==> src/design/button_click_long_press_classifier_assert.svh <==
// ----------------------------------------------------------------------------
// button click classifier assertion macros
// concurrent checks on the block clock, masked while reset is high
// ----------------------------------------------------------------------------
`ifndef BUTTON_CLICK_LONG_PRESS_CLASSIFIER_ASSERT_SVH
`define BUTTON_CLICK_LONG_PRESS_CLASSIFIER_ASSERT_SVH
`ifndef SYNTHESIS
`define BCLP_ASSERT_NOW(lbl, ante, cons) \
   lbl: assert property (@(posedge clock) disable iff (reset) (ante) |-> (cons)) \
      else $error("bclp check failed");
`define BCLP_ASSERT_NEXT(lbl, ante, cons) \
   lbl: assert property (@(posedge clock) disable iff (reset) (ante) |=> (cons)) \
      else $error("bclp check failed");
`else
`define BCLP_ASSERT_NOW(lbl, ante, cons)
`define BCLP_ASSERT_NEXT(lbl, ante, cons)
`endif
`endif

==> src/design/bclp_pkg.sv <==
// ----------------------------------------------------------------------------
// bclp_pkg
// types and constants of the button click and long-press classifier
// ----------------------------------------------------------------------------
package bclp_pkg;

   localparam int unsigned CsrAddrWidth = 5;
   localparam int unsigned CsrDataWidth = 32;
   localparam int unsigned ReqDataWidth = 8;
   localparam int unsigned RspDataWidth = 24;
   localparam int unsigned LimitWidth   = 10;
   localparam int unsigned CountWidth   = 8;

   localparam logic [CountWidth-1:0] LongMark = 8'hFF;

   typedef enum logic [1:0] {
      EV_IDLE      = 2'd0,
      EV_PRESSED   = 2'd1,
      EV_REPRESSED = 2'd2,
      EV_LONG      = 2'd3
   } ev_state_type;

   typedef enum logic [2:0] {
      REG_PRESSED_LEVEL    = 3'd0,
      REG_DEBOUNCE_TICKS   = 3'd1,
      REG_REPRESS_TICKS    = 3'd2,
      REG_CLICK_DONE_TICKS = 3'd3,
      REG_LONG_PRESS_TICKS = 3'd4,
      REG_REPORT_ENABLE    = 3'd5,
      REG_SPARE_6          = 3'd6,
      REG_SPARE_7          = 3'd7
   } reg_index_type;

   typedef struct packed {
      logic [CountWidth-1:0] report_value;
      logic                  report_valid;
      logic [CountWidth-1:0] click_count;
      ev_state_type          event_state;
   } result_type;

endpackage

==> src/design/button_click_long_press_classifier.sv <==
// ----------------------------------------------------------------------------
// button_click_long_press_classifier
// classifies scan ticks of one button pin into clicks, repeats and long presses
// ----------------------------------------------------------------------------
// Every req transfer is one scan tick carrying the sampled pin level and
// yields exactly one rsp transfer. Counter and compare update is combinational
// from the state registers, so a tick is accepted on every clock unless the
// skid register is full; a two-entry output buffer (result register plus skid
// register) keeps req_tready high until two results wait. Configuration goes
// through the APB-style csr port while no tick is in flight (user-enforced).
`include "button_click_long_press_classifier_assert.svh"

module button_click_long_press_classifier #(
   parameter int unsigned TICK_COUNTER_WIDTH = 16
) (
   input  logic                                   clock,
   input  logic                                   reset,
   input  logic                                   req_tvalid,
   output logic                                   req_tready,
   // [0] pin_level, [7:1] zero
   input  logic [bclp_pkg::ReqDataWidth-1:0]      req_tdata,
   output logic                                   rsp_tvalid,
   input  logic                                   rsp_tready,
   // [1:0] event_state, [9:2] click_count, [17:10] report_value, [23:18] zero
   output logic [bclp_pkg::RspDataWidth-1:0]      rsp_tdata,
   // [0] report_valid
   output logic                                   rsp_tuser,
   input  logic                                   csr_psel,
   input  logic                                   csr_penable,
   input  logic                                   csr_pwrite,
   input  logic [bclp_pkg::CsrAddrWidth-1:0]      csr_paddr,
   input  logic [bclp_pkg::CsrDataWidth-1:0]      csr_pwdata,
   output logic [bclp_pkg::CsrDataWidth-1:0]      csr_prdata,
   output logic                                   csr_pready
);
   import bclp_pkg::*;

   localparam logic [TICK_COUNTER_WIDTH-1:0] TickMax = '1;

   logic                    pressed_level_ff;
   logic [LimitWidth-1:0]   debounce_ticks_ff;
   logic [LimitWidth-1:0]   repress_ticks_ff;
   logic [LimitWidth-1:0]   click_done_ticks_ff;
   logic [LimitWidth-1:0]   long_press_ticks_ff;
   logic                    report_enable_ff;

   logic [TICK_COUNTER_WIDTH-1:0] pressed_ticks_ff, pressed_ticks_in;
   logic [TICK_COUNTER_WIDTH-1:0] released_ticks_ff, released_ticks_in;
   ev_state_type                  event_ff, event_in;
   logic [CountWidth-1:0]         count_ff, count_in;

   result_type out_ff, skid_ff, result;
   logic       out_valid_ff, out_valid_in;
   logic       skid_valid_ff, skid_valid_in;

   logic                          req_fire, rsp_fire, csr_write;
   reg_index_type                 csr_index;
   logic                          pin_pressed;
   logic [TICK_COUNTER_WIDTH-1:0] pressed_inc, released_inc;
   logic [TICK_COUNTER_WIDTH-1:0] long_limit, repress_limit, debounce_limit, done_limit;
   logic                          rep;
   logic [CountWidth-1:0]         rep_val;

   assign req_fire   = req_tvalid && req_tready;
   assign rsp_fire   = rsp_tvalid && rsp_tready;
   assign req_tready = !skid_valid_ff;
   assign rsp_tvalid = out_valid_ff;
   assign rsp_tuser  = out_ff.report_valid;
   assign rsp_tdata  = {{(RspDataWidth - 2 - 2 * CountWidth){1'b0}},
                        out_ff.report_value, out_ff.click_count, out_ff.event_state};

   // csr access
   assign csr_pready = 1'b1;
   assign csr_index  = reg_index_type'(csr_paddr[CsrAddrWidth-1:2]);
   assign csr_write  = csr_psel && csr_penable && csr_pwrite && csr_pready;

   always_comb begin
      csr_prdata = '0;
      unique case (csr_index)
         REG_PRESSED_LEVEL:    csr_prdata[0] = pressed_level_ff;
         REG_DEBOUNCE_TICKS:   csr_prdata[LimitWidth-1:0] = debounce_ticks_ff;
         REG_REPRESS_TICKS:    csr_prdata[LimitWidth-1:0] = repress_ticks_ff;
         REG_CLICK_DONE_TICKS: csr_prdata[LimitWidth-1:0] = click_done_ticks_ff;
         REG_LONG_PRESS_TICKS: csr_prdata[LimitWidth-1:0] = long_press_ticks_ff;
         REG_REPORT_ENABLE:    csr_prdata[0] = report_enable_ff;
         default:              csr_prdata = '0;
      endcase
   end

   // tick classification
   assign pin_pressed    = (req_tdata[0] == pressed_level_ff);
   assign pressed_inc    = (pressed_ticks_ff == TickMax) ? TickMax : pressed_ticks_ff + 1'b1;
   assign released_inc   = (released_ticks_ff == TickMax) ? TickMax : released_ticks_ff + 1'b1;
   assign long_limit     = TICK_COUNTER_WIDTH'(long_press_ticks_ff);
   assign repress_limit  = TICK_COUNTER_WIDTH'(repress_ticks_ff);
   assign debounce_limit = TICK_COUNTER_WIDTH'(debounce_ticks_ff);
   assign done_limit     = TICK_COUNTER_WIDTH'(click_done_ticks_ff);

   always_comb begin
      pressed_ticks_in  = pressed_ticks_ff;
      released_ticks_in = released_ticks_ff;
      event_in          = event_ff;
      count_in          = count_ff;
      rep               = 1'b0;
      rep_val           = '0;
      if (pin_pressed) begin
         pressed_ticks_in = pressed_inc;
         if (pressed_inc < long_limit) begin
            event_in          = (released_ticks_ff < repress_limit) ? EV_REPRESSED : EV_PRESSED;
            released_ticks_in = '0;
         end else if (event_ff != EV_LONG) begin
            event_in = EV_LONG;
            count_in = LongMark;
            if (report_enable_ff) begin
               rep      = 1'b1;
               rep_val  = LongMark;
               count_in = '0;
            end
         end
      end else begin
         released_ticks_in = released_inc;
         if (pressed_ticks_ff > debounce_limit) begin
            pressed_ticks_in = '0;
            unique case (event_ff)
               EV_REPRESSED: count_in = count_ff + 1'b1;
               EV_PRESSED:   count_in = CountWidth'(1);
               EV_LONG:      event_in = EV_IDLE;
               default:      event_in = event_ff;
            endcase
         end
         if ((released_inc > done_limit) && report_enable_ff && (event_in != EV_IDLE)) begin
            rep      = 1'b1;
            rep_val  = count_in;
            count_in = '0;
            event_in = EV_IDLE;
         end
      end
      result.event_state  = event_in;
      result.click_count  = count_in;
      result.report_valid = rep;
      result.report_value = rep_val;
   end

   // output buffer
   always_comb begin
      out_valid_in  = out_valid_ff;
      skid_valid_in = skid_valid_ff;
      if (!out_valid_ff || rsp_fire) begin
         out_valid_in  = skid_valid_ff || req_fire;
         skid_valid_in = 1'b0;
      end else if (req_fire) begin
         skid_valid_in = 1'b1;
      end
   end

   always_ff @(posedge clock) begin
      if (reset) begin
         pressed_level_ff    <= 1'b0;
         debounce_ticks_ff   <= LimitWidth'(5);
         repress_ticks_ff    <= LimitWidth'(15);
         click_done_ticks_ff <= LimitWidth'(25);
         long_press_ticks_ff <= LimitWidth'(100);
         report_enable_ff    <= 1'b1;
         pressed_ticks_ff    <= '0;
         released_ticks_ff   <= '0;
         event_ff            <= EV_IDLE;
         count_ff            <= '0;
         out_valid_ff        <= 1'b0;
         skid_valid_ff       <= 1'b0;
      end else begin
         if (csr_write) begin
            unique case (csr_index)
               REG_PRESSED_LEVEL:    pressed_level_ff    <= csr_pwdata[0];
               REG_DEBOUNCE_TICKS:   debounce_ticks_ff   <= csr_pwdata[LimitWidth-1:0];
               REG_REPRESS_TICKS:    repress_ticks_ff    <= csr_pwdata[LimitWidth-1:0];
               REG_CLICK_DONE_TICKS: click_done_ticks_ff <= csr_pwdata[LimitWidth-1:0];
               REG_LONG_PRESS_TICKS: long_press_ticks_ff <= csr_pwdata[LimitWidth-1:0];
               REG_REPORT_ENABLE:    report_enable_ff    <= csr_pwdata[0];
               default:              report_enable_ff    <= report_enable_ff;
            endcase
         end
         if (req_fire) begin
            pressed_ticks_ff  <= pressed_ticks_in;
            released_ticks_ff <= released_ticks_in;
            event_ff          <= event_in;
            count_ff          <= count_in;
         end
         out_valid_ff  <= out_valid_in;
         skid_valid_ff <= skid_valid_in;
      end
   end

   always_ff @(posedge clock) begin
      if (!out_valid_ff || rsp_fire) begin
         out_ff <= skid_valid_ff ? skid_ff : result;
      end else if (req_fire) begin
         skid_ff <= result;
      end
   end

   `BCLP_ASSERT_NOW(a_skid_behind_out, skid_valid_ff, out_valid_ff)
   `BCLP_ASSERT_NEXT(a_stall_fills_skid, req_fire && out_valid_ff && !rsp_fire, skid_valid_ff)
   `BCLP_ASSERT_NOW(a_report_leaves_idle_or_long, out_valid_ff && out_ff.report_valid,
      (out_ff.event_state == EV_IDLE) || (out_ff.event_state == EV_LONG))
   `BCLP_ASSERT_NOW(a_long_count_marked, event_ff == EV_LONG,
      (count_ff == LongMark) || (count_ff == '0))

endmodule
==> config.mk <==
export PLATFORM = sky130hd
export DESIGN_NAME = button_click_long_press_classifier
export DESIGN_NICKNAME = d
export VERILOG_FILES = /design/src/design/bclp_pkg.sv /design/src/design/button_click_long_press_classifier.sv
export VERILOG_INCLUDE_DIRS = /design/src /design/src/design
export SDC_FILE = /design/constraint.sdc
export NUM_CORES = 1
export LEC_CHECK = 0
export BUFFER_PORTS_ARGS = -buffer_cell sky130_fd_sc_hd__buf_2
export CORE_UTILIZATION = 30
export CTS_CLUSTER_DIAMETER = 40
export DETAILED_ROUTE_END_ITERATION = 10
export SLEW_MARGIN = 20
export SYNTH_ARGS = -nofsm -noshare
export SYNTH_HDL_FRONTEND = slang
export SYNTH_SLANG_ARGS = --single-unit
==> constraint.sdc <==
create_clock -name clock -period 4.86 [get_ports clock]
set_input_delay 0.729 -clock clock [delete_from_list [all_inputs] [get_ports clock]]
set_output_delay 0.729 -clock clock [all_outputs]
set_load 0.01 [all_outputs]
; Yosys cells after proc, flatten, opt, wreduce, memory -nomap -nowiden
; Index checks and enable logic that the tools add are counted.
[word_totals]
ff_bits = 124
latch_bits = 0
ram_bits = 0
mem_bits_ro = 0
inputBits = 52
out_inout_bits = 60
elab_cells = 98
memories = 0
[op_classes]
n_addsub = 3
n_mul = 0
div = 0
order_cmp = 4
n_eq_ne = 13
n_shift = 0
muxes = 34
bitwise = 1
n_reduce_logical = 23
[ops]
columns = operator, count
row1 = 16-bit two-way mux, 6
row2 = 8-bit two-way mux, 11
row3 = 9-bit case mux with 4 select lines, 1
row4 = "16-bit by 1-bit adder with 16-bit output, second input constant", 2
row5 = "16-bit == test, second input constant", 2
row6 = 16-bit by 10-bit > comparator with 1-bit output, 2
row7 = 16-bit by 10-bit < comparator with 1-bit output, 2
row8 = 19-bit two-way mux, 1
row9 = 2-bit AND reduction, 9
row10 = 2-bit two-way mux, 8
row11 = 8-bit case mux with 2 select lines, 1
row12 = "8-bit by 1-bit adder with 8-bit output, second input constant", 1
row13 = "3-bit by 2-bit == test with 1-bit output, second input constant", 2
row14 = "3-bit == test, second input constant", 2
row15 = 1-bit logical AND, 6
row16 = 1-bit case mux with 6 select lines, 1
row17 = 1-bit two-way mux, 5
row18 = "2-bit == test, second input constant", 2
row19 = 2-bit nonzero test, 2
row20 = "3-bit by 1-bit == test with 1-bit output, second input constant", 1
row21 = 3-bit logical NOT, 1
row22 = "2-bit by 1-bit == test with 1-bit output, second input constant", 1
row23 = 1-bit logical NOT, 2
row24 = 1-bit logical OR, 2
row25 = 5 further kinds, 5

; Logic depth before layout (Yosys ltp)
; Gate-level depths: netlist of run 1.
[depth]
word_depth = 9
mapped_depth = 16
mapped_depth_nobuf = 14

; Least setup slack after synthesis of run 1
; OpenSTA, ideal clock, no wires.
[synth_timing]
path_kind = reg-to-reg
startpoint = register released_ticks_ff[0]
endpoint = register out_ff, in the netlist rsp_tdata[17] (data pin)
arrival_time_ps = 3347
required_ps = 4600
path_slack_ps = 1252
path_stages_with_launch = 17
path_buffers = 2
period_less_slack_ps = 3608
path_cell_list = dfxtp_1 ha_1 nand3_1 nor4_1 nand2b_1 clkbuf_1 nand2_1 ha_1 a21oi_1 o221ai_1 a211o_1 a211oi_2 nand3_1 nand3_1 buf_2 o41ai_2 mux2_4
[synth_via]
elab_chain_len = 8
elab_cells_between_ends = 9
cone_classes = add/sub: 1 / order compare: 1 / eq/ne: 1 / mux: 4 / reduce/logical: 2
[synth_rtl]
columns = item, line_no
row1 = start: declaration, button_click_long_press_classifier.sv:48  ; logic [TICK_COUNTER_WIDTH-1:0] released_ticks_ff, released_ticks_in;
row2 = start signal: assignment, button_click_long_press_classifier.sv:184  ; released_ticks_ff <= released_ticks_in;
row3 = 16-bit by 1-bit adder with 16-bit output or 16-bit == test (tied branches), button_click_long_press_classifier.sv:93  ; assign released_inc = (released_ticks_ff == TickMax) ? TickMax : released_ticks_ff + 1'b1;
row4 = 16-bit two-way mux (*), button_click_long_press_classifier.sv:93
row5 = 16-bit by 10-bit > comparator with 1-bit output (*), button_click_long_press_classifier.sv:131  ; if ((released_inc > done_limit) && report_enable_ff && (event_in != EV_IDLE)) begin
row6 = 1-bit logical AND (*) (2 in series), button_click_long_press_classifier.sv:131
row7 = 8-bit two-way mux (*), button_click_long_press_classifier.sv:131
row8 = 8-bit two-way mux (*), button_click_long_press_classifier.sv:106  ; if (pin_pressed) begin
row9 = via rep_val[7], button_click_long_press_classifier.sv:62  ; logic [CountWidth-1:0] rep_val;
row10 = 19-bit two-way mux (*), button_click_long_press_classifier.sv:195  ; out_ff <= skid_valid_ff ? skid_ff : result;
row11 = end signal: assignment, button_click_long_press_classifier.sv:195
row12 = end: declaration, button_click_long_press_classifier.sv:52  ; result_type out_ff, skid_ff, result;
; Mark *: on every way through the listed nets, which the timed path passes. The rest lies on a longest branch.
; A chain may end at the register's enable or synchronous reset.

; Worst setup path after layout of run 1
[layout_timing]
startpoint = register pressed_ticks_ff[0]
endpoint = register out_ff, in the netlist rsp_tdata[17] (data pin)
[layout_via]
elab_chain_len = 8
elab_cells_between_ends = 14
cone_classes = add/sub: 1 / order compare: 2 / eq/ne: 1 / mux: 8 / reduce/logical: 2
[layout_rtl]
columns = item, line_no
row1 = start: declaration, button_click_long_press_classifier.sv:47  ; logic [TICK_COUNTER_WIDTH-1:0] pressed_ticks_ff, pressed_ticks_in;
row2 = start signal: assignment, button_click_long_press_classifier.sv:183  ; pressed_ticks_ff <= pressed_ticks_in;
row3 = branches (longest 6 deep; another with 16-bit by 1-bit adder with 16-bit output), --
row4 = 8-bit two-way mux (*), button_click_long_press_classifier.sv:106
row5 = via rep_val[7], button_click_long_press_classifier.sv:62
row6 = 19-bit two-way mux (*), button_click_long_press_classifier.sv:195
; Mark *: on every way through the listed nets, which the timed path passes. The select of a mux whose other input is x is not followed.

==> results by stage, run 1 <==
Layout:
- The layout overhead on the synthesized area is 13.82%.
- The fraction of final layout cells sized beyond drive strength 1 is 0.1454.
- After the last flow step, the layout net total stands at roughly 1.0k.
- Leaving out fill and tap cells, the most frequent cell in the layout is sky130_fd_sc_hd__nand2_1.
- The number of diodes added for antenna fixing is 0.
- The count of fill cells added during filler insertion is 2577.
- The top cell types in the final layout, fill and taps aside, are sky130_fd_sc_hd__nand2_1, sky130_fd_sc_hd__nor2_1, sky130_fd_sc_hd__dfxtp_1.

Worst setup path:
- The largest fanout on the critical path is 9.
- The startpoint of the lowest-slack register-to-register path is pressed_ticks_ff[0]$_SDFFE_PP0P_.
- The worst setup path endpoint is rsp_tdata[17]$_DFFE_PP_.
- STA puts the critical path data arrival time at 4490 ps.
- The setup path with the least slack is of type reg -> reg.
- The startpoint of the worst setup timing path is pressed_ticks_ff[0]$_SDFFE_PP0P_.
- The register-to-register setup slack is 550 ps.
- The worst setup path is captured at a flop.
- The worst setup path is launched from a flop.
- The worst register-to-register path ends at rsp_tdata[17]$_DFFE_PP_.
- Counting cells, the worst reg-to-reg path comes to 14.
- STA puts the critical path data required time at 5030 ps.

Detailed routing:
- After the first detailed-routing iteration, the DRC count stood at approximately 460.
- The DRC violations left is 0.
- The routed length on met3 is slightly above 900 um.
- The routed layout has ~6.5k vias.
- After detailed routing, the total wire length is between 15000 and 20000 um.
- After detailed routing, the met2 layer carries about 9200 um of wire.
- The highest layer used for signal routing is met4.
- The via density per instance is 5.132.
- In this run the remaining antenna-violating nets after routing total 0.
- The post-route met1 wirelength is 9530 um.
- In the final routed layout, each cell accounts on average for roughly 16 um.
- Before antenna repair, the detailed router went through 5 iterations.

Timing:
- After layout, the minimum clock period comes to 4313 ps.
- Based on the critical path, the design can be clocked at up to between 200 and 250 MHz.
- The post-route fraction of the period consumed by the critical path is 0.8875.
- The tightest slew margin relative to the limit is 0.3739.
- The max-slew violation total from the final report came to 0.
- The number of hold violations in the final report is 0.
- The post-route clock skew is 8.108 ps.
- After routing, the total negative slack on setup checks comes to 0 ps.
- Setup violations remaining at the end of the flow were counted as 0.
- Setup repair after global routing left no endpoint under its margin.
- At the pin with the least slew margin, the transition time is between 900 and 1000 ps.

Synthesis:
- The average instance area after synthesis is 8.635 sq um.
- Summing every instance area after synthesis gives between 7000 and 8000 sq um.
- The number of distinct library cell variants in the gate-level netlist after synthesis is between 70 and 80.
- Measured against the total synthesized area, the mux share comes to 0.04191.
- The post-synthesis adder-cell area fraction is 0.07472.
- The complex-gate fraction of the synthesized area came to 0.2026.
- The dominant synthesized flop cell is sky130_fd_sc_hd__dfxtp_1.
- The gate count of the mapped netlist is between 800 and 900.
- The synthesized design contains 38 enable-type register cells.
- The simple-gate area share of the yosys netlist is 0.2058.
- The register bit total from synthesis is 124.
- Of the total synthesized cell area, the portion taken by XOR and XNOR cells is 0.02502.
- The dominant combinational cell family by area after synthesis is simple AND/OR/NAND/NOR gates.
- Of the synthesized area, sequential elements account for 0.3717.
- During synthesis, Yosys emitted a total of 0 warnings.
- In the synthesized netlist the async set-or-reset flop fraction comes to 0.

Global routing:
- The largest net degree at the start of global routing is 47.
- The overall routing resource usage is 0.1571.
- The first global-routing pass estimated ~33000 um of wire.
- The initial antenna violation count is 0.
- The via count of the first global-routing pass is a little over 6k.
- The total overflow left after global routing is 0.

Clock network:
- The clock tree root driver cell is sky130_fd_sc_hd__clkbuf_16.
- The maximum buffer depth of the clock tree is 2.
- The H-tree was split into 4 levels.
- The number of clock sinks is roughly 120.
- The count of hold buffers inserted by post-cts repair is 0.
- After clock tree synthesis, the repair step resized 0 gates.
- The number of clock buffers added by TritonCTS is 17.
- The clock input transition at the sequential cells of the worst setup and hold paths is roughly 60 ps.
- The post-CTS setup buffer count is 0.
- The TritonCTS clock tree is built.
- The clock latency at the later pin of the worst-skew pair is roughly 420 ps.

Placed design:
- At the end of routability-driven placement, the weighted congestion stood at between 0.8 and 0.9.
- Input and output buffers added on the ports amount to 51.
- The final HPWL from detailed placement is about 14000 um.

Power and ir drop:
- The worst-case IR drop observed on VDD is ~190 uV.
- Power spread over the standard cell area amounts to 292.1 nW/um^2.
- Overall power consumption after layout is estimated at between 2000 and 3000 uW.
- The analysis attributes to cell leakage a power of ~0.0036 uW.

Floorplan:
- For this configuration, the core starts out at a cell density of 0.3059.
- The number of top-level design ports is ~110.
- The placement row count is between 50 and 60.
- The die is ~160 um tall.
- The core region area is ~25000 sq um.
- The overall die width is approximately 160 um.
- The area of the die is roughly 26000 sq um.

Min path:
- The classification of the worst-slack hold path is reg -> reg.

Job:
- Across the run, the number of max-cap violations was 0.

Outcome:
- The run finished with clean final reports.
cell usage after synthesis, types with 5 or more instances:
library cell / instances / area, sq um
sky130_fd_sc_hd__xnor2_1: 11 / 96.34
sky130_fd_sc_hd__a211o_1: 13 / 113.9
sky130_fd_sc_hd__o211ai_1: 7 / 52.55
sky130_fd_sc_hd__o21ai_0: 36 / 180.2
sky130_fd_sc_hd__and3_1: 8 / 50.05
sky130_fd_sc_hd__mux2_2: 8 / 90.09
sky130_fd_sc_hd__a211oi_1: 5 / 37.54
sky130_fd_sc_hd__nand3_1: 19 / 95.09
sky130_fd_sc_hd__nor3_1: 21 / 105.1
sky130_fd_sc_hd__a32o_1: 5 / 50.05
sky130_fd_sc_hd__nand2_1: 119 / 446.7
sky130_fd_sc_hd__edfxtp_1: 38 / 1141
sky130_fd_sc_hd__buf_4: 30 / 225.2
sky130_fd_sc_hd__ha_1: 46 / 575.6
sky130_fd_sc_hd__nor4_1: 6 / 37.54
sky130_fd_sc_hd__o32a_1: 5 / 50.05
sky130_fd_sc_hd__o21a_1: 5 / 37.54
sky130_fd_sc_hd__nor2b_1: 6 / 37.54
sky130_fd_sc_hd__nor2_1: 92 / 345.3
sky130_fd_sc_hd__or3_1: 7 / 43.79
sky130_fd_sc_hd__dfxtp_1: 86 / 1722
sky130_fd_sc_hd__inv_1: 51 / 191.4
sky130_fd_sc_hd__buf_2: 8 / 40.04
sky130_fd_sc_hd__a31oi_1: 8 / 50.05
sky130_fd_sc_hd__nand2b_1: 7 / 43.79
sky130_fd_sc_hd__and4_1: 7 / 61.31
sky130_fd_sc_hd__a21oi_1: 52 / 260.3
sky130_fd_sc_hd__clkbuf_1: 32 / 120.1
sky130_fd_sc_hd__nand4_1: 12 / 75.07
sky130_fd_sc_hd__a22oi_1: 28 / 210.2
sky130_fd_sc_hd__mux2i_1: 15 / 150.1
sky130_fd_sc_hd__xor2_1: 11 / 96.34
power by group:
part | switching [uW] | total [uW] | leakage [uW] | internal [uW]
combinational | 133 | 198 | 0.00224 | 65.1
sequential | 15.8 | 1110 | 0.00109 | 1090
clock | 501 | 1260 | 0.000268 | 754
kinds of logic after synthesis:
kind of cell	count (synthesis)
xor+xnor	22
compound gates	215
simple gates	331
other cells	2
buf+inv	124
fa+ha+maj	46
flops	124
mux	28
layer usage:
| metal | global-route usage | up-vias |
|---|---|---|
| li1 | - | 3234 |
| met1 | 0.2153 | 3092 |
| met2 | 0.2486 | 186 |
| met3 | 0.03218 | 16 |
| met4 | 0.04245 | 0 |
| met5 | 0 | - |
area by class of cell:
cell class	count	area, sq um	share of cell area
Multi-Input combinational cell	671	4358	0.4971
Sequential cell	124	2863	0.3265
Clock buffer	18	429.2	0.04895
Tap cell	330	412.9	0.04710
Timing Repair Buffer	64	365.4	0.04167
Inverter	51	191.4	0.02184
Clock inverter	14	147.6	0.01684
registers in the layout (all words and copies together) (netlist names), 2 cells and up:
name	cells
debounce_ticks_ff	10
long_press_ticks_ff	10
skid_ff	19
click_done_ticks_ff	10
pressed_ticks_ff	16
released_ticks_ff	16
repress_ticks_ff	10
count_ff	8
rsp_tdata	18
event_ff	2
how the worst min path moves through the flow:
| stage | start | to | slack, ps | depth (start not counted) |
|---|---|---|---|---|
| floorplan | debounce_ticks_ff[3]$_SDFFE_PP0P_ | debounce_ticks_ff[3]$_SDFFE_PP0P_ | 440 | 2 |
| global placement | debounce_ticks_ff[3]$_SDFFE_PP0P_ | debounce_ticks_ff[3]$_SDFFE_PP0P_ | 450 | 2 |
| detailed placement | debounce_ticks_ff[3]$_SDFFE_PP0P_ | debounce_ticks_ff[3]$_SDFFE_PP0P_ | 450 | 2 |
| CTS | debounce_ticks_ff[3]$_SDFFE_PP0P_ | debounce_ticks_ff[3]$_SDFFE_PP0P_ | 460 | 2 |
| global route | debounce_ticks_ff[3]$_SDFFE_PP0P_ | debounce_ticks_ff[3]$_SDFFE_PP0P_ | 490 | 2 |
| finish | debounce_ticks_ff[3]$_SDFFE_PP0P_ | debounce_ticks_ff[3]$_SDFFE_PP0P_ | 460 | 2 |
critical path, stage by stage, from the launching register on:
cell and delay (ps):
sky130_fd_sc_hd__dfxtp_1 470, sky130_fd_sc_hd__ha_1 250, sky130_fd_sc_hd__nand3_2 220, sky130_fd_sc_hd__nor2_1 240, sky130_fd_sc_hd__nand2_1 240, sky130_fd_sc_hd__o21ai_0 210
sky130_fd_sc_hd__ha_1 310, sky130_fd_sc_hd__a211oi_1 240, sky130_fd_sc_hd__o21ai_0 120, sky130_fd_sc_hd__o211ai_1 170, sky130_fd_sc_hd__nand4_2 230, sky130_fd_sc_hd__o21bai_4 320
sky130_fd_sc_hd__or3_1 550, sky130_fd_sc_hd__o41ai_2 210, sky130_fd_sc_hd__mux2_4 290
through the flow:
| stage | util | hold slack [ps] | cells | area, sq um | setup slack (ps) |
|---|---|---|---|---|---|
| after floorplan | - | 436.3 | 919 | 7804 | 1252 |
| after global placement | 0.3251 | 446.1 | 1240 | 8185 | 721.1 |
| after detailed placement | 0.3251 | 450.8 | 1240 | 8185 | 596.8 |
| after CTS | 0.3480 | 458.7 | 1272 | 8762 | 570.3 |
| after global routing | 0.3482 | 494.1 | 1272 | 8767 | 298.8 |
| final | 0.3482 | 460.4 | 1272 | 8767 | 546.7 |
Power figures use the tool's default switching activity.
==> inputs of run 2 (changes only) <==
--- a/config.mk
+++ b/config.mk
@@ -6,10 +6,14 @@
 export SDC_FILE = /design/constraint.sdc
 export NUM_CORES = 1
 export LEC_CHECK = 0
+export ABC_CLOCK_PERIOD_IN_PS = 4860
 export BUFFER_PORTS_ARGS = -buffer_cell sky130_fd_sc_hd__buf_2
+export CELL_PAD_IN_SITES_DETAIL_PLACEMENT = 1
+export CELL_PAD_IN_SITES_GLOBAL_PLACEMENT = 2
 export CORE_UTILIZATION = 30
 export CTS_CLUSTER_DIAMETER = 40
 export DETAILED_ROUTE_END_ITERATION = 10
+export PLACE_DENSITY_LB_ADDON = 0.1
 export SLEW_MARGIN = 20
 export SYNTH_ARGS = -nofsm -noshare
 export SYNTH_HDL_FRONTEND = slang
==> run 2 against run 1 <==
Worst setup slack gained 4.8 ps. Final area grew 0.13%. Sequential power is essentially flat. Global-route usage grew 3.0 points. First-iteration DRC count shrank 43%. Register-to-register slack is essentially flat. Worst hold slack gained 2.1 ps. Critical path type unchanged. Count of clock-buffer cells in the layout shrank 1.
==> results by stage, run 2 (same netlist as run 1, synthesis figures left out) <==
Outcome:
- Outcome: completed (unchanged).

Timing:
- The post-route fraction of the period consumed by the critical path is 0.8865 (was 0.8875).
- The setup slack of the critical path after layout is 551.5 ps (was 546.7 ps).
- The number of hold violations in the final report is 0 (unchanged).
- The transition time of the tightest slew-check pin came to 991.6 ps (was 939.2 ps).
- The highest achievable clock rate is 232.1 MHz (was 231.8 MHz).
- The total negative setup slack is 0 ps (unchanged).
- The max-slew violation total from the final report came to 0 (unchanged).
- The number of setup violations in the final report is 0 (unchanged).
- The tightest slew margin relative to the limit is 0.3386 (was 0.3739).
- RSZ-0062 raised after global routing: false (unchanged).
- The minimum clock period is 4308 ps (was 4313 ps).
- The post-route clock skew came to 16.26 ps (was 8.108 ps).
- The worst-case hold slack is 462.5 ps (was 460.4 ps).

Detailed routing:
- The DRC violations left is 0 (unchanged).
- The via density per instance is 5.205 (was 5.132).
- The routed wire length is 23890 um (was 19880 um).
- The via count is 6636 (was 6528).
- The average wire length per cell after detail routing is 18.74 um (was 15.63 um).
- The count of antenna-violating nets left after detailed routing is 0 (unchanged).
- The detailed-router iteration count before antenna repair is 5 (unchanged).
- The violation count after the first detailed-route iteration is 264 (was 461).

Clock network:
- The clock input transition at the sequential cells of the worst setup and hold paths is 60 ps (about the same).
- The clock tree root driver cell is sky130_fd_sc_hd__clkbuf_16 (unchanged).
- The TritonCTS clock tree is built (unchanged).
- The count of hold buffers inserted by post-cts repair is 0 (unchanged).
- The maximum buffer depth of the clock tree is 2 (unchanged).
- The number of buffers created by CTS is 17 (unchanged).
- The number of clock sinks is 124 (unchanged).
- The quantity of gates resized following cts is 0 (unchanged).
- The depth of the CTS H-tree is 4 (unchanged).
- The clock latency at the later pin of the worst-skew pair is 430 ps (was 420 ps).
- The post-CTS setup buffer count is 0 (unchanged).

Placed design:
- The final HPWL from detailed placement is 17710 um (was 14140 um).
- The cell count after placement is 1243 (was 1240).
- The minimum setup slack after placement is 617.8 ps (was 596.8 ps).
- The count of input and output buffers was 51 (unchanged).
- The global placement routability congestion came to 0.8036 (was 0.8673).

Layout:
- The flip-flop count of the largest register, all copies and words added came to 19 (unchanged).
- Highest-count cells in the layout ignoring fill and taps: sky130_fd_sc_hd__nand2_1, sky130_fd_sc_hd__nor2_1, sky130_fd_sc_hd__dfxtp_1 (unchanged).
- The count of nets after finishing is 1030 (was 1027).
- The register with the most flip-flops is skid_ff (unchanged).
- The area of combinational cells with multiple inputs was 4353 sq um (was 4358 sq um).
- The fraction of final layout cells sized beyond drive strength 1 is 0.1471 (was 0.1454).
- The number of non-filler instances in the completed layout is 1275 (was 1272).
- The most common cell after layout, fill and taps aside was sky130_fd_sc_hd__nand2_1 (unchanged).
- The layout overhead on the synthesized area is 13.97% (was 13.82%).
- The register cell area after layout is 2863 sq um (unchanged).
- The number of diodes added for antenna fixing is 0 (unchanged).
- The count of fill cells added during filler insertion is 2965 (was 2577).

Worst setup path:
- The largest fanout on the critical path came to 9 (unchanged).
- The critical path startpoint category is a flop (unchanged).
- The kind of critical path is reg -> reg (unchanged).
- The most numerous cell on the critical path is sky130_fd_sc_hd__ha_1.
- The signal arrival time at the worst endpoint was 4490 ps (about the same).
- The data required time of the worst path is 5040 ps (was 5030 ps).
- The longest individual stage delay on the worst path is 670 ps (was 550 ps).
- Cell breakdown of the critical path: ha_1, nand3_2, nor4_1, or2_2, ha_1, o211ai_1, nor3_1, o31ai_1, nand4_2, o21bai_4, or3_1, o41ai_4, mux2_2 (was ha_1, nand3_2, nor2_1, nand2_1, o21ai_0, ha_1, a211oi_1, o21ai_0, o211ai_1, nand4_2, o21bai_4, or3_1, o41ai_2, mux2_4).
- The endpoint type of the worst setup path was a flop (unchanged).
- The cell type of the slowest stage on the worst timing path is sky130_fd_sc_hd__nor4_1 (was sky130_fd_sc_hd__or3_1).

Floorplan:
- The placement row count was 58 (unchanged).
- The overall die width is 162.2 um (unchanged).
- The initial core utilization is 0.3059 (unchanged).
- The number of top-level design ports is 112 (unchanged).
- The core region area is 25180 sq um (unchanged).
- The area of the die is 26320 sq um (unchanged).
- The die height is 162.2 um (unchanged).

Global routing:
- The layer with the highest usage after global routing is met2 (unchanged).
- The met2 capacity usage during global routing came to 0.3201 (was 0.2486).
- The global-route wire length before repair is 38020 um (was 32850 um).
- The overall overflow remaining after global route was 0 (unchanged).
- The overall routing resource usage is 0.1875 (was 0.1571).
- The met3 track demand over resource in global routing is 0.02988 (was 0.03218).
- The via count of the first global-routing pass came to 6780 (was 6191).
- The met1 track demand over resource in global routing was 0.2436 (was 0.2153).
- The largest net degree at the start of global routing is 42 (was 47).
- The initial antenna violation count is 0 (unchanged).

Power and ir drop:
- The leakage power summed over all cells was 0.003610 uW (was 0.003595 uW).
- The peak supply drop is 145.7 uV (was 190.7 uV).
- The power per unit of standard cell area was 293.1 nW/um^2 (was 292.1 nW/um^2).

Job:
- The number of maximum-capacitance violations came to 0 (unchanged).

Min path:
- The classification of the worst-slack hold path is reg -> reg (unchanged).
-- run 2: changes by cell type in the layout (fill, tap and decap cells not counted), sizes merged --
cell,before,now
buf,64,67
bufinv,2,0
clkbuf,18,17
clkinv,6,3
clkinvlp,5,3
inv,52,60
-- run 2: stage by stage --
stage,cell area [sq um],power [uW],utilization
2_1_floorplan,7804,1274,-
4_1_cts,8778,2612,0.3486
6_report,8778,2573,0.3486
5_1_grt,8778,2675,0.3486
3_3_place_gp,8208,1332,0.3259
3_5_place_dp,8208,1337,0.3259
-- run 2: per-layer routing --
layer	share of wire	vias to the layer above
li1	-	3254
met1	0.47	3253
met2	0.48	108
met3	0.036	21
met4	0.012	0
met5	0	-
-- run 2: area by class of cell --
cell class	instances	share of cell area
multi-input cells	671	0.4959
flip-flops and latches	124	0.3261
clock buffers	17	0.04846
well taps	330	0.04704
repair buffers	67	0.04418
inverters	51	0.02181
clock inverters	15	0.01653
-- run 2: where the power goes --
part           internal (uW)  switching (uW)
Clock                    679             581
Sequential              1090            16.2
Combinational           66.8             139
Total                   1840             736
-- run 2: final timing paths --
check	from	end	slack [ps]	cells past startpoint
setup / recovery	pressed_ticks_ff[0]$_SDFFE_PP0P_	rsp_tdata[13]$_DFFE_PP_	550	13
hold / removal	debounce_ticks_ff[3]$_SDFFE_PP0P_	debounce_ticks_ff[3]$_SDFFE_PP0P_	460	2
setup reg to reg	pressed_ticks_ff[0]$_SDFFE_PP0P_	rsp_tdata[13]$_DFFE_PP_	550	13
hold reg to reg	debounce_ticks_ff[3]$_SDFFE_PP0P_	debounce_ticks_ff[3]$_SDFFE_PP0P_	460	2
-- run 2: worst max-delay path, delay by kind of cell (launching register included) --
kind | cells | cell delay [ps]
flip-flops | 1 | 470
adder cells (fa/ha/maj) | 2 | 470
AO/OA/AOI/OAI | 4 | 810
multiplexers | 1 | 290
AND/OR/NAND/NOR | 6 | 2000
==> inputs of run 3 (changes only) <==
--- a/config.mk
+++ b/config.mk
@@ -6,6 +6,7 @@
 export SDC_FILE = /design/constraint.sdc
 export NUM_CORES = 1
 export LEC_CHECK = 0
+export ABC_AREA = 1
 export ABC_CLOCK_PERIOD_IN_PS = 4860
 export BUFFER_PORTS_ARGS = -buffer_cell sky130_fd_sc_hd__buf_2
 export CELL_PAD_IN_SITES_DETAIL_PLACEMENT = 1
==> run 3 against run 2 <==
Worst setup slack better by 560 ps. Worst hold slack better by 41 ps. Power is 4.7% higher. Final area is 1.6% higher. Final cell count is 15% higher. Sequential power hardly changed. Core utilization is 0.17 points higher. First-iteration DRC count is 12% higher.
==> results by stage, run 3 <==
Placed design:
- The global placement routability congestion is 0.8161 (was 0.8036).
- The final HPWL from detailed placement is 17600 um (was 17710 um).
- The count of input and output buffers came to 51 (unchanged).

Synthesis:
- The synthesized area is 7860 sq um (was 7702 sq um).
- Largest cells by area after synthesis: sky130_fd_sc_hd__dfxtp_1, sky130_fd_sc_hd__edfxtp_1, sky130_fd_sc_hd__nand2_1 (was sky130_fd_sc_hd__dfxtp_1, sky130_fd_sc_hd__edfxtp_1, sky130_fd_sc_hd__ha_1).
- The number of enable-type register cells in the synthesized netlist was 38 (unchanged).
- The share of flip-flops with an asynchronous set or reset is 0 (unchanged).
- The dominant synthesized flop cell is sky130_fd_sc_hd__dfxtp_1 (unchanged).
- The sequential share of the synthesized area is 0.3642 (was 0.3717).
- The register bit total from synthesis is 124 (unchanged).
- The gate count of the mapped netlist is 1076 (was 892).
- The average instance area after synthesis is 7.305 sq um (was 8.635 sq um).
- The Yosys warning count is 0 (unchanged).
- The top cell type by total area after synthesis is sky130_fd_sc_hd__dfxtp_1 (unchanged).
- The number of distinct library cell variants in the gate-level netlist after synthesis is 50 (was 77).
- Commonest cells in the synthesized netlist: sky130_fd_sc_hd__nand2_1, sky130_fd_sc_hd__inv_1, sky130_fd_sc_hd__a21oi_1, sky130_fd_sc_hd__dfxtp_1, sky130_fd_sc_hd__nand3_1 (was sky130_fd_sc_hd__nand2_1, sky130_fd_sc_hd__nor2_1, sky130_fd_sc_hd__dfxtp_1, sky130_fd_sc_hd__a21oi_1, sky130_fd_sc_hd__inv_1).
- The area fraction of the dominant cell type after synthesis is 0.2190 (was 0.2235).
- The cell with the most instances after synthesis is sky130_fd_sc_hd__nand2_1 (unchanged).

Floorplan:
- The core region area is 25470 sq um (was 25180 sq um).
- The overall die width is 163.9 um (was 162.2 um).
- The initial core utilization is 0.3086 (was 0.3059).
- The number of top-level design ports is 112 (unchanged).
- The placement row count was 58 (unchanged).
- The die height is 163.9 um (was 162.2 um).
- The area of the die is 26850 sq um (was 26320 sq um).

Detailed routing:
- The via density per instance came to 4.727 (was 5.205).
- The violation count after the first detailed-route iteration is 295 (was 264).
- The average wire length per cell after detail routing is 16.18 um (was 18.74 um).
- The count of antenna-violating nets left after detailed routing is 0 (unchanged).
- The routed wire length is 23670 um (was 23890 um).
- The via count is 6916 (was 6636).
- The detailed-router iteration count before antenna repair is 4 (was 5).
- The DRC violations left is 0 (unchanged).

Timing:
- The post-route fraction of the period consumed by the critical path was 0.7721 (was 0.8865).
- The total negative setup slack is 0 ps (unchanged).
- The max-slew violation total from the final report is 0 (unchanged).
- The transition time of the tightest slew-check pin is 876.8 ps (was 991.6 ps).
- The highest achievable clock rate is 266.5 MHz (was 232.1 MHz).
- The tightest slew margin relative to the limit is 0.4148 (was 0.3386).
- The number of hold violations in the final report is 0 (unchanged).
- The minimum clock period is 3753 ps (was 4308 ps).
- RSZ-0062 raised after global routing: false (unchanged).
- The post-route clock skew is 18.34 ps (was 16.26 ps).
- The number of setup violations in the final report is 0 (unchanged).

Power and ir drop:
- The peak supply drop is 186.5 uV (was 145.7 uV).
- The clock share of power is 0.496 (was 0.490).
- The internal portion of total power was 1949 uW (was 1837 uW).
- The sequential group share of total power is 0.415 (was 0.430).
- The switching power was 744.3 uW (was 735.9 uW).
- The switching part of the total power is 0.2764 (was 0.2861).
- The leakage power summed over all cells is 0.004062 uW (was 0.003610 uW).
- The part of the total power dissipated in combinational logic came to 0.089 (was 0.080).
- The power per unit of standard cell area is 301.8 nW/um^2 (was 293.1 nW/um^2).

Global routing:
- The overall overflow remaining after global route was 0 (unchanged).
- The via count of the first global-routing pass is 6927 (was 6780).
- The global-route wire length before repair is 38630 um (was 38020 um).
- The initial antenna violation count is 0 (unchanged).
- The overall routing resource usage is 0.1877 (was 0.1875).
- The largest net degree at the start of global routing is 48 (was 42).

Clock network:
- The number of buffers created by CTS is 17 (unchanged).
- The post-CTS setup buffer count is 0 (unchanged).
- The clock input transition at the sequential cells of the worst setup and hold paths is 70 ps (was 60 ps).
- The number of clock sinks came to 124 (unchanged).
- The clock latency at the later pin of the worst-skew pair is 420 ps (was 430 ps).
- The maximum buffer depth of the clock tree was 2 (unchanged).
- The quantity of gates resized following cts is 0 (unchanged).
- The depth of the CTS H-tree is 4 (unchanged).
- The clock tree root driver cell is sky130_fd_sc_hd__clkbuf_16 (unchanged).
- The TritonCTS clock tree was built (unchanged).
- The count of hold buffers inserted by post-cts repair came to 0 (unchanged).

Worst setup path:
- The cell type of the slowest stage on the worst timing path is sky130_fd_sc_hd__nand3_1 (was sky130_fd_sc_hd__nor4_1).
- The register-to-register setup slack is 1110 ps (was 550 ps).
- The largest fanout on the critical path is 11 (was 9).
- The kind of critical path is reg -> reg (unchanged).
- Cell breakdown of the critical path: ha_1, nand3_1, nor3_2, nand3_1, nand2_1, ha_1, a21oi_1, or2_2, nand3_1, nor2_1, nand4_2, nand3_4, inv_2, nand3_1, nand2_1, nand2_1, nand2_1 (was ha_1, nand3_2, nor4_1, or2_2, ha_1, o211ai_1, nor3_1, o31ai_1, nand4_2, o21bai_4, or3_1, o41ai_4, mux2_2).
- The endpoint type of the worst setup path is a flop (unchanged).
- The critical path startpoint category is a flop (unchanged).
- The signal arrival time at the worst endpoint is 3930 ps (was 4490 ps).
- The longest individual stage delay on the worst path came to 470 ps (was 670 ps).
- The data required time of the worst path is 5030 ps (was 5040 ps).

Layout:
- The final standard cell utilization of the core is 0.3503 (was 0.3486).
- The layout overhead on the synthesized area is 13.51% (was 13.97%).
- Highest-count cells in the layout ignoring fill and taps: sky130_fd_sc_hd__nand2_1, sky130_fd_sc_hd__inv_1, sky130_fd_sc_hd__a21oi_1 (was sky130_fd_sc_hd__nand2_1, sky130_fd_sc_hd__nor2_1, sky130_fd_sc_hd__dfxtp_1).
- The fraction of final layout cells sized beyond drive strength 1 was 0.1500 (was 0.1471).
- The flip-flop count of the largest register, all copies and words added came to 19 (unchanged).
- The area of combinational cells with multiple inputs is 4213 sq um (was 4353 sq um).
- The register cell area after layout was 2863 sq um (unchanged).
- The number of diodes added for antenna fixing is 0 (unchanged).
- The count of nets after finishing was 1218 (was 1030).
- The most common cell after layout, fill and taps aside is sky130_fd_sc_hd__nand2_1 (unchanged).
- The register with the most flip-flops is skid_ff (unchanged).
- The count of fill cells added during filler insertion is 3167 (was 2965).

Outcome:
- Outcome: completed (unchanged).

Min path:
- The classification of the worst-slack hold path is reg -> reg (unchanged).

Job:
- The number of maximum-capacitance violations came to 0 (unchanged).
==> run 3: cell types whose count changed after synthesis, moves of 15 or more <==
cell / before / now
sky130_fd_sc_hd__nor2_1: 92 / 55
sky130_fd_sc_hd__nand2_1: 119 / 271
sky130_fd_sc_hd__nand3_1: 19 / 72
sky130_fd_sc_hd__o21ai_0: 36 / 70
sky130_fd_sc_hd__mux2i_1: 15 / 0
sky130_fd_sc_hd__a22oi_1: 28 / 0
sky130_fd_sc_hd__inv_1: 51 / 129
sky130_fd_sc_hd__a21oi_1: 52 / 94
sky130_fd_sc_hd__nand2_2: 0 / 27
==> run 3: logic make-up after synthesis <==
| kind of cell | share of synthesized area |
|---|---|
| flip-flops | 0.3642 |
| XOR/XNOR | 0.01878 |
| AND/OR/NAND/NOR | 0.2848 |
| AO/OA/AOI/OAI | 0.1453 |
| buffers and inverters | 0.1127 |
| other | 0.0009555 |
| adder cells (fa/ha/maj) | 0.07322 |
==> run 3: layer usage <==
metal	part of all wire	track usage
met1	0.52	0.2635
met2	0.45	0.3020
met3	0.017	0.02778
met4	0.0092	0.04209
met5	0	0
==> run 3: final cells by class <==
| class | instances | share of cell area |
|---|---|---|
| Sequential cell | 124 | 0.3209 |
| Multi-Input combinational cell | 783 | 0.4722 |
| Tap cell | 330 | 0.04628 |
| Clock buffer | 17 | 0.04768 |
| Inverter | 133 | 0.05595 |
| Clock inverter | 15 | 0.02005 |
| Timing Repair Buffer | 61 | 0.03702 |
==> run 3: power groups by stage <==
stage | registers (uW) | logic (uW) | clock network [uW]
detailed placement | 1140 | 243 | 0
finish | 1120 | 241 | 1340
CTS | 1120 | 244 | 1370
global placement | 1140 | 241 | 0
floorplan | 1140 | 169 | 0
global route | 1120 | 273 | 1420
==> run 3: critical path: cells and delay by family (launching register included) <==
kind,cells,cell delay (ps)
flops,1,410
simple gates,13,2280
buf+inv,1,110
fa+ha+maj,2,520
compound gates,1,170
==> run 3: path summary, 6_finish.rpt <==
check | startpoint | endpoint | cells after the start
hold / removal | click_done_ticks_ff[8]$_SDFFE_PP0P_ | click_done_ticks_ff[8]$_SDFFE_PP0P_ | 2
hold reg to reg | click_done_ticks_ff[8]$_SDFFE_PP0P_ | click_done_ticks_ff[8]$_SDFFE_PP0P_ | 2
setup / recovery | released_ticks_ff[0]$_SDFFE_PP0P_ | rsp_tdata[14]$_DFFE_PP_ | 17
setup reg to reg | released_ticks_ff[0]$_SDFFE_PP0P_ | rsp_tdata[14]$_DFFE_PP_ | 17
==> run 3: stage by stage <==
stage / total power (uW) / instance area [sq um] / setup slack (ps) / hold slack [ps] / std cells
finish: 2693 / 8922 / 1107 / 503.3 / 1463
global route: 2811 / 8922 / 688.5 / 533.9 / 1463
CTS: 2734 / 8922 / 1034 / 507.8 / 1463
detailed placement: 1383 / 8318 / 1064 / 498.4 / 1431
global placement: 1381 / 8318 / 1074 / 484.9 / 1431
floorplan: 1311 / 7961 / 2072 / 449.7 / 1103
